==> config.mk <==
export PLATFORM = sky130hd
export DESIGN_NAME = rv32ie_ram
export DESIGN_NICKNAME = d
export VERILOG_FILES = /design/src/rtl/core/rv32ie_ram.sv
export SDC_FILE = /design/constraint.sdc
export NUM_CORES = 1
export LEC_CHECK = 0
export BUFFER_PORTS_ARGS = -buffer_cell sky130_fd_sc_hd__buf_4
export CORE_UTILIZATION = 60
export CTS_CLUSTER_SIZE = 25
export DETAILED_ROUTE_END_ITERATION = 6
export HOLD_SLACK_MARGIN = 0.1
export PLACE_DENSITY = 0.82
export SLEW_MARGIN = 5
export SYNTH_ARGS = -nofsm -noshare
export SYNTH_HDL_FRONTEND = slang
export SYNTH_SLANG_ARGS = --single-unit
==> constraint.sdc <==
create_clock -name clk_i -period 1.85 [get_ports clk_i]
set_input_delay 0.0925 -clock clk_i [delete_from_list [all_inputs] [get_ports clk_i]]
set_output_delay 0.0925 -clock clk_i [all_outputs]
set_load 0.01 [all_outputs]
==> src/rtl/core/rv32ie_ram.sv <==
// rv32ie_ram: generic simple dual-port RAM, one write and one registered read.
// No dependencies.
`default_nettype none
module rv32ie_ram #(
  parameter int unsigned Width = 8,
  parameter int unsigned Depth = 16
) (
  input  wire logic                     clk_i,
  input  wire logic                     we_i,
  input  wire logic [$clog2(Depth)-1:0] waddr_i,
  input  wire logic [Width-1:0]         wdata_i,
  input  wire logic                     re_i,
  input  wire logic [$clog2(Depth)-1:0] raddr_i,
  output logic      [Width-1:0]         rdata_o
);
  logic [Width-1:0] mem_q [Depth];
  logic [Width-1:0] rdata_q;

  always_ff @(posedge clk_i) begin
    if (we_i) begin
      mem_q[waddr_i] <= wdata_i;
    end
    if (re_i) begin
      rdata_q <= mem_q[raddr_i];
    end
  end

  assign rdata_o = rdata_q;
endmodule
`default_nettype wire

# ---- After elaboration in Yosys (flattened, before gate mapping)
# Memories as Yosys holds them, arrays and structs flattened. A register that Yosys moved wholly into a read port is not among the register bits.
# Index checks and enable logic that the tools add are counted.
dict set report classes {
  muxes 2
}
# cell count
set ops {}
lappend ops {{$mux W1} 2}
dict set report word_totals {
  register_bits 0
  word_cells 3
  input_bits 19
  output_inout_bits 8
  memories 1
  mem_bits_rw 128
}
# memory words width read_ports rd_ports_with_merged_regs wr line_no
set mem_list {}
lappend mem_list {mem_q 16 8 1 1 1 16} ;# logic [Width-1:0] mem_q [Depth];

# ---- Logic depth before layout (Yosys ltp)
# Gate-level depths: netlist (run 1).
dict set report logic_depth {
  depth_word 2
  depth_mapped 5
  ltp_nobuf 3
}

# ---- Worst setup path before layout (run 1)
# No wires, ideal clock.
dict set report synth_path {
  path_kind {input port to flip-flop}
  from {input waddr_i[2]}
  to {memory mem_q[0][0] (enable)}
  path_slack_ps 265
  arrival_ps 1202
  setup_time_ps 383
  n_path_buf 0
  required_time_ps 1467
  cell_stages 2
  path_cell_list {or3b_2 -> nor3_1}
}
# item line_no
set synth_lines {}
lappend synth_lines {{start, declared} 10} ;# input wire logic [$clog2(Depth)-1:0] waddr_i,
lappend synth_lines {{end, declared} 16}
# No word-level cell before the write port.

==> results of run 1 <==
==> timing repair <==
item / 4_1_cts / 5_1_grt
buffers inserted: 0 / 0
hold endpoints to repair: 165 / 0
hold buffers: 12 / 0
==> kinds of logic (layout without fill, tap and decap cells) <==
family	Yosys count	count (layout)
AOI/OAI and AO/OA	16	16
buffers and inverters	10	90
DFF	136	136
muxes	32	32
and+or+nand+nor	35	35
==> routing by layer <==
| metal | GRT usage, % | share of wire, % | vias up |
|---|---|---|---|
| met5 | 0 | 0 | - |
| met4 | 11.1 | 1.6 | 0 |
| met3 | 7.26 | 6.0 | 12 |
| met2 | 37.0 | 50 | 116 |
| met1 | 34.4 | 42 | 1329 |
| li1 | - | - | 1116 |
==> stage by stage <==
| stage | utilization (%) | power [uW] | cell area [um^2] | hold WS (ns) |
|---|---|---|---|---|
| after floorplan | - | 3730 | 5230 | 0.191 |
| after global placement | 67.7 | 3880 | 5640 | 0.396 |
| after detailed placement | 67.7 | 3890 | 5640 | 0.399 |
| after CTS | 75.9 | 7060 | 6330 | 0.133 |
| after global routing | 75.9 | 7220 | 6330 | 0.160 |
| final | 75.9 | 7030 | 6330 | 0.141 |
==> tightest hold or removal path: stages <==
cell,delay [ns]
buf_4,0.10
nor2b_1,0.07
a22oi_1,0.17
nand2_1,0.06
==> flip-flops by register name, summed over array words and instances (netlist names) <==
register and count:
mem_q 128, rdata_o 8
==> synthesized netlist by cell type <==
library cell / instances
nand2b_1: 2
mux4_2: 18
buf_6: 3
mux4_1: 14
nor3_1: 4
nand3_1: 1
edfxtp_1: 136
nor2b_1: 1
buf_4: 1
buf_2: 3
nand2_1: 9
nor2_1: 13
or3b_2: 1
nand3b_1: 2
a22oi_1: 16
and2_1: 1
and2b_1: 1
clkdlybuf4s25_2: 3
==> path summary, 6_finish.rpt <==
| path | start | endpoint | slack (ns) | depth (start not counted) |
|---|---|---|---|---|
| setup / recovery | mem_q[2][3] | rdata_o[3] | 0.35 | 3 |
| hold / removal | raddr_i[2] | rdata_o[3] | 0.14 | 4 |
| setup reg to reg | mem_q[2][3] | rdata_o[3] | 0.35 | 3 |
| hold reg to reg | mem_q[14][3] | rdata_o[3] | 0.76 | 3 |
==> power by group through the flow <==
stage	registers (uW)	logic, uW	clock network (uW)
floorplan	3560	175	0
global placement	3550	328	0
detailed placement	3550	339	0
CTS	3490	361	3210
global route	3500	384	3350
finish	3490	359	3180
==> area by class of cell <==
class	count	area, um^2
clock buffers	18	418
clock inverters	14	148
fillers	472	2010
multi-input cells	83	1060
flip-flops and latches	136	4080
well taps	105	131
repair buffers	58	490
==> layout by cell type, fill, tap and decap left out, types with 2 or more instances in the layout <==
cell / instances
nand2b_1: 2
nand3b_1: 2
inv_6: 4
bufinv_16: 2
dlygate4sd3_1: 12
clkinv_2: 2
buf_4: 44
buf_12: 2
nor2_1: 13
nand2_1: 9
mux4_1: 14
clkbuf_16: 16
edfxtp_1: 136
nor3_1: 4
mux4_2: 18
a22oi_1: 16
clkinvlp_4: 4
==> metrics.txt, run 1 <==
status=complete, no violations; Final #Nets=315; Die Ht=95.3 um; # setup viols final=0; VDD IR-drop max=0.691 mV; CTS Root Cell=clkbuf_8; synth top area cells=edfxtp_1 78%, mux4_2 7.8%, mux4_1 7.0%, a22oi_1 2.3%, nor2_1 0.93%; Tot GR Track Use=24.8%; post-synth top area share=78.1%; # port buffers=26; Comb power frac=5.1%; switching share of total power=20.8%; Starting DRT DRC Count=293; Post-DP HPWL=6000 um; final worst path period share=81.2%; Die X=95.3 um; Antenna diodes=0; Syn Area/Cell=22.8 um^2; worst endpoint required time=2.12 ns; First-pass DRT Iterations=5; sequential area share after synthesis=78.1%; core box area=8340 um^2; max-slew violations=0; Via density=6.21; CTS tree=yes; fin crit period=1.50 ns; crit end category=flop; vias in the first global route=2549; die area=9090 um^2; Post-Synth Simple-Gate Area=3.14%; dpl ws=0.257 ns; Worst Skew=0.00682 ns; internal power=5570 uW; main combinational cell family by area after synthesis=multiplexers; XOR/XNOR share of the synthesized area=0%; Reg clk slew, reported paths=0.06 ns; first-pass GRT wire length=14800 um; dpl cells=370; YS warnings=0; wire per inst=23.9 um; critical path startpoint category=flop; CP max-delay cell=mux4_1; initial antenna violation count=0; Leak=0.00217 uW; crit path DAT=1.77 ns; largest net degree at the start of global routing=33; RSZ-0062 raised after global routing=no; row cnt=33; area leader, netlist=edfxtp_1; # IOs=27; clk buf depth=2; Worst-Skew Late Latency=0.52 ns; Fmax achieved=0.666 GHz; Netlist cell types=18; setup TNS=0 ns; layout cells sized above 1=30.7%; Slew @ Worst Pin=0.561 ns; clock sinks=136; Fin. Hold Viols=0; hold crit path type=in -> reg; CP peak stage delay=0.50 ns; synth-to-layout area growth=21.1%; Synth Net Count=248; Seq cells post-synth=136; number of H-tree levels=4; crit path max fanout=1; Synth Instances=229; Mapped Area=5230 um^2; Cell Chain, Critical Path=mux4_1, a22oi_1, nand2_1; clock network power share=45.2%; kind of critical path=reg -> reg; Max Cap Viol=0; Num CTS Buffers=17; residual DRC count=0; Top delay family on crit path=multiplexers; sequential power share=49.7%; mux contribution to synthesized area=14.8%; Post-Layout Cell Count=414; Worst Setup Slack, final=0.348 ns; worst path bufs/invs=0; Compound-Gate Fraction of Synth Area=2.30%; routed wire length=9890 um; aggregate global routing overflow=0; Antenna Nets Post-Route=0; Starting Density=62.7%; P_sw=1460 uW; pwr dens=1110 nW/um^2; vias after detailed routing=2573; CTS resizes=0; relative slew slack=62.5%; RePlAce Congestion=0.786; adder-cell area share of the yosys netlist=0%
(Power assumes the default switching activity.)
==> inputs of run 2 (changes only) <==
--- a/config.mk
+++ b/config.mk
@@ -6,11 +6,11 @@
 export NUM_CORES = 1
 export LEC_CHECK = 0
 export BUFFER_PORTS_ARGS = -buffer_cell sky130_fd_sc_hd__buf_4
-export CORE_UTILIZATION = 60
+export CORE_UTILIZATION = 54
 export CTS_CLUSTER_SIZE = 25
 export DETAILED_ROUTE_END_ITERATION = 6
 export HOLD_SLACK_MARGIN = 0.1
-export PLACE_DENSITY = 0.82
+export PLACE_DENSITY = 0.78
 export SLEW_MARGIN = 5
 export SYNTH_ARGS = -nofsm -noshare
 export SYNTH_HDL_FRONTEND = slang
==> constraint.sdc (replaced) <==
create_clock -name clk_i -period 1.2 [get_ports clk_i]
set_input_delay 0.06 -clock clk_i [delete_from_list [all_inputs] [get_ports clk_i]]
set_output_delay 0.06 -clock clk_i [all_outputs]
set_load 0.01 [all_outputs]
==> run 2 against run 1 <==
Net effect:
- the run now ends with negative setup slack left
- largest cell class unchanged
- non-clock buffer count grew 7
- clock skew up 0.0040 ns
- sequential share of layout area shrank 1.3 points
- count of clock-buffer cells in the layout decreased by 1
- setup slack lost 0.60 ns
- global-route usage down 1.5 points
==> metrics.txt, run 2 (synthesized netlist as in run 1, its figures left out) <==
RSZ-0062 raised after global routing=yes; Fmax achieved=0.688 GHz (+3.4%); # setup viols final=8 (+8); vias after detailed routing=2567 (-0.23%); synth-to-layout area growth=23.6%; First-pass DRT Iterations=4 (-1); Reg clk slew, reported paths=0.06 ns (about the same); Worst Setup Slack, final=-0.252 ns (-0.601 ns); fill cell count=541 (+15%); Die X=100 um (+5.3%); worst endpoint required time=1.45 ns (-0.67 ns); core box area=9330 um^2 (+12%); crit path DAT=1.70 ns (-0.07 ns); commonest non-fill, non-tap cell in the layout=edfxtp_1; origin of the worst setup path=mem_q[1][0]; setup TNS=-1.71 ns (-1.71 ns); Post-DP HPWL=6210 um (+3.6%); pwr dens=1700 nW/um^2 (+53%); Leak=0.00217 uW (+0.42%); Starting DRT DRC Count=207 (-29%); CTS Root Cell=clkbuf_8; R2R Path Start=mem_q[1][0]; Max Cap Viol=0 (unchanged); post-CTS setup buffers=0 (unchanged); Num CTS Buffers=17 (unchanged); Fin. Hold Viols=0 (unchanged); hold crit path type=in -> reg; max-slew violations=0 (unchanged); # port buffers=26 (unchanged); # IOs=27 (unchanged); final core utilization=69.3% (-6.6 points); final worst path period share=121% (+40 points); failing checks=negative setup slack; clk buf depth=2 (unchanged); Hold Startpoint=raddr_i[1]; Via density=5.76 (-7.4%); fin crit period=1.45 ns (-0.0492 ns); wire per inst=23.6 um (-1.3%); max reg flops=128 (unchanged); smallest hold slack=0.176 ns (+0.0343 ns); kind of critical path=reg -> reg; routed wire length=10500 um (+6.3%); relative slew slack=37.8% (-25 points); critical path startpoint category=flop; Slew @ Worst Pin=0.932 ns (+0.371 ns); Total Power=11000 uW (+57%); largest net degree at the start of global routing=17 (-48%); Worst Skew=0.0108 ns (+0.00400 ns); CTS tree=yes; row cnt=35 (+6.1%); layout cells sized above 1=40.8% (+10 points); clock sinks=136 (unchanged); Tot GR Track Use=23.3% (-1.5 points); initial antenna violation count=1 (+1); VDD IR-drop max=1.27 mV (+84%); status=complete, but fails checks; number of H-tree levels=4 (unchanged); Antenna Nets Post-Route=0 (unchanged); crit path max fanout=1 (unchanged); Die Ht=100 um (+5.3%); crit end category=flop; Reg with most FFs=mem_q; RePlAce Congestion=0.730 (-7.1%); die area=10100 um^2 (+11%); Starting Density=56.0% (-6.6 points); commonest non-fill, non-tap cells in the layout=136 x edfxtp_1, 49 x buf_4, 32 x mux4_2; aggregate global routing overflow=0 (unchanged); first-pass GRT wire length=15900 um (+7.4%); Worst-Skew Late Latency=0.51 ns (about the same); residual DRC count=0 (unchanged); vias in the first global route=2685 (+5.3%); Final #Nets=322 (+2.2%)
-- run 2: cell count changes in the layout (fill, tap and decap cells not counted), moves of 2 or more --
cell | before | now
a22oi_1 | 16 | 8
a22oi_2 | 0 | 8
buf_12 | 2 | 5
buf_4 | 44 | 49
clkinv_4 | 1 | 3
clkinvlp_4 | 4 | 1
inv_6 | 4 | 7
mux4_1 | 14 | 0
mux4_2 | 18 | 32
nor3_1 | 4 | 1
nor3_2 | 0 | 3
-- run 2: area by class of cell --
cell class / instances / area [um^2] / area share, %
clock inverters: 15 / 164 / 2.54
multi-input cells: 83 / 1060 / 16.4
diodes: 1 / 2.50 / 0.0387
well taps: 129 / 161 / 2.50
clock buffers: 17 / 414 / 6.41
flip-flops and latches: 136 / 4080 / 63.2
repair buffers: 65 / 578 / 8.94
-- run 2: path summary, 6_finish.rpt --
path,cells after the start,slack (ns),to
min reg2reg,3,0.75,rdata_o[7]
max,3,-0.25,rdata_o[0]
max reg2reg,3,-0.25,rdata_o[0]
min,4,0.18,rdata_o[5]
-- run 2: per-layer routing --
| metal | track usage [%] | up-vias | routed length (um) |
|---|---|---|---|
| met5 | 0 | - | 0 |
| met4 | 8.25 | 0 | 99 |
| met3 | 6.75 | 8 | 864 |
| met2 | 38.6 | 140 | 5550 |
| met1 | 29.8 | 1297 | 4000 |
| li1 | - | 1122 | - |
-- run 2: critical path: stages (launching register included) --
cell and delay [ns]:
edfxtp_1 0.42, mux4_2 0.50, a22oi_2 0.17, nand2_1 0.09
-- run 2: power breakdown --
group          total (uW)  switching (uW)  leakage (uW)  internal, uW
Clock                5000            2000      0.000282          3000
Combinational         621             313      0.000656           308
Sequential           5390            34.1       0.00124          5350
-- run 2: repair_timing --
| action | CTS | global route |
|---|---|---|
| setup endpoints to repair | 8 | 8 |
| hold endpoints to repair | 160 | 0 |
| hold buffers | 11 | 0 |
| gates resized for setup | 5 | 3 |
| pin swaps | 1 | 1 |
-- run 2: through the flow --
stage	std cells	instance area [um^2]	setup slack (ns)
after floorplan	229	5220	-0.126
after global placement	402	5730	-0.360
after detailed placement	402	5730	-0.415
after CTS	445	6450	-0.250
after global routing	446	6460	-0.301
final	446	6460	-0.252
==> inputs of run 3 (changes only) <==
--- a/config.mk
+++ b/config.mk
@@ -11,6 +11,7 @@
 export DETAILED_ROUTE_END_ITERATION = 6
 export HOLD_SLACK_MARGIN = 0.1
 export PLACE_DENSITY = 0.78
+export SETUP_SLACK_MARGIN = 0.5
 export SLEW_MARGIN = 5
 export SYNTH_ARGS = -nofsm -noshare
 export SYNTH_HDL_FRONTEND = slang
==> run 3 against run 2 <==
Net effect:
- the run still ends with negative setup slack left
- setup slack lost 0.0033 ns
- fmax shrank 0.23%
- sequential share of layout area shrank 2.4 points
- combinational power grew 13%
- flip-flop and latch count is the same
- non-clock buffer count shrank 3
- final area grew 3.9%
- global-route usage shrank 0.13 points
- highest routed layer unchanged
==> metrics.txt, run 3 (synthesized netlist as in run 1, its figures left out) <==
Worst Setup Slack, final=-0.256 ns (-0.00334 ns); Starting DRT DRC Count=197 (-4.8%); crit path max fanout=1 (unchanged); Top delay family on crit path=multiplexers; die area=10100 um^2 (unchanged); RePlAce Congestion=0.743 (+1.7%); Fmax achieved=0.687 GHz (-0.23%); number of H-tree levels=4 (unchanged); Die X=100 um (unchanged); VDD IR-drop max=0.735 mV (-42%); crit path DAT=1.73 ns (+0.03 ns); max reg flops=128 (unchanged); kind of critical path=reg -> reg; max-slew violations=0 (unchanged); RSZ-0062 raised after global routing=yes; clk buf depth=2 (unchanged); # IOs=27 (unchanged); cts hold-fix bufs=9 (-2); worst path bufs/invs=0 (unchanged); first-pass GRT wire length=15700 um (-1.5%); Max Cap Viol=0 (unchanged); vias in the first global route=2721 (+1.3%); final worst path period share=121% (+0.28 points); core box area=9330 um^2 (unchanged); First-pass DRT Iterations=4 (unchanged); # port buffers=26 (unchanged); final core utilization=72.0% (+2.7 points); Antenna Nets Post-Route=0 (unchanged); critical path startpoint category=flop; commonest non-fill, non-tap cell in the layout=edfxtp_1; Fin. Hold Viols=0 (unchanged); routing usage on met1=30.0% (+0.21 points); Starting Density=56.0% (unchanged); hold crit path type=in -> reg; setup TNS=-1.72 ns (-0.00661 ns); cell area after layout=6720 um^2 (+3.9%); relative slew slack=46.3% (+8.6 points); Slew @ Worst Pin=0.803 ns (-0.129 ns); dpl ws=-0.373 ns (+0.0421 ns); smallest hold slack=0.0627 ns (-0.113 ns); fin crit period=1.46 ns (+0.00334 ns); largest net degree at the start of global routing=17 (unchanged); Post-DP HPWL=6410 um (+3.1%); row cnt=35 (unchanged); Antenna diodes=0 (-1); Worst-Skew Late Latency=0.52 ns (about the same); vias after detailed routing=2561 (-0.23%); # setup viols final=8 (unchanged); met2 Use GR=37.3% (-1.3 points); CTS tree=yes; Worst Skew=0.00666 ns (-0.00416 ns); Via density=5.79 (+0.67%); Area after DPL=5910 um^2 (+3.1%); clock sinks=136 (unchanged); CTS Root Cell=clkbuf_8; status=complete, but fails checks; aggregate global routing overflow=0 (unchanged); worst endpoint required time=1.47 ns (+0.02 ns); pwr dens=1610 nW/um^2 (-5.5%); Final #Nets=319 (-0.93%); Num CTS Buffers=17 (unchanged); wire per inst=23.3 um (-1.1%); initial antenna violation count=0 (-1); routed wire length=10300 um (-2.0%); synth-to-layout area growth=28.5%; busiest grt layer=met2; Cell Chain, Critical Path=mux4_2, a22oi_2, nand2_1; layout cells sized above 1=45.0% (+4.2 points); WHS Path Cells=3 (-1); WP depth=3 (unchanged); failing checks=negative setup slack; grt met3 use=6.20% (-0.56 points); Tot GR Track Use=23.2% (-0.13 points); R2R depth=3 (unchanged); crit end category=flop; Die Ht=100 um (unchanged); commonest non-fill, non-tap cells in the layout=136 x edfxtp_1, 32 x mux4_2, 25 x buf_4; residual DRC count=0 (unchanged); Leak=0.00221 uW (+1.5%); Reg clk slew, reported paths=0.06 ns (about the same); CP peak stage delay=0.52 ns (+0.02 ns); CP max-delay cell=mux4_2; Reg with most FFs=mem_q
==> run 3: cell types whose count changed in the layout (fill, tap and decap cells not counted), moves of 5 or more <==
cell and change:
buf_12 +11, buf_4 -24, buf_6 +12, inv_6 -5
nor2_1 -12, nor2_4 +12
==> run 3: timing repair <==
action | 4_1_cts | 5_1_grt
pin swaps | 5 | 3
resized for setup | 14 | 2
setup endpoints to repair | 80 | 41
hold endpoints to repair | 160 | 24
setup buffers | 3 | 3
==> run 3: area by class of cell <==
class	instances	area [um^2]
Clock buffer	18	418
Fill cell	530	2610
Sequential cell	136	4080
Clock inverter	14	128
Tap cell	129	161
Timing Repair Buffer	62	733
Multi-Input combinational cell	83	1190
==> run 3: final timing paths <==
| check | from | endpoint | slack [ns] |
|---|---|---|---|
| setup / recovery | mem_q[3][6] | rdata_o[6] | -0.26 |
| setup reg to reg | mem_q[3][6] | rdata_o[6] | -0.26 |
| hold reg to reg | mem_q[12][6] | rdata_o[6] | 0.75 |
| hold / removal | waddr_i[1] | mem_q[12][4] | 0.06 |
==> run 3: where the power goes <==
| part | leakage (uW) | internal [uW] | switching, uW |
|---|---|---|---|
| clock | 0.000258 | 2750 | 1970 |
| sequential | 0.00124 | 5350 | 35.7 |
| combinational | 0.000714 | 353 | 347 |
==> run 3: routing by layer <==
layer	share of wire (%)	vias to the layer above	routed length, um
met4	1.7	0	173
met3	6.7	17	689
met1	39	1312	4010
li1	-	1115	-
met2	53	117	5430
met5	0	-	0
==> run 3: worst min-delay path, stage by stage <==
cell,delay (ns)
buf_4,0.16
nor3_4,0.06
buf_12,0.14
==> run 3: through the flow <==
step | total power [uW] | instances
after CTS | 10800 | 439
after floorplan | 5810 | 229
final | 10800 | 442
after detailed placement | 6120 | 395
after global routing | 11100 | 442
after global placement | 6100 | 395
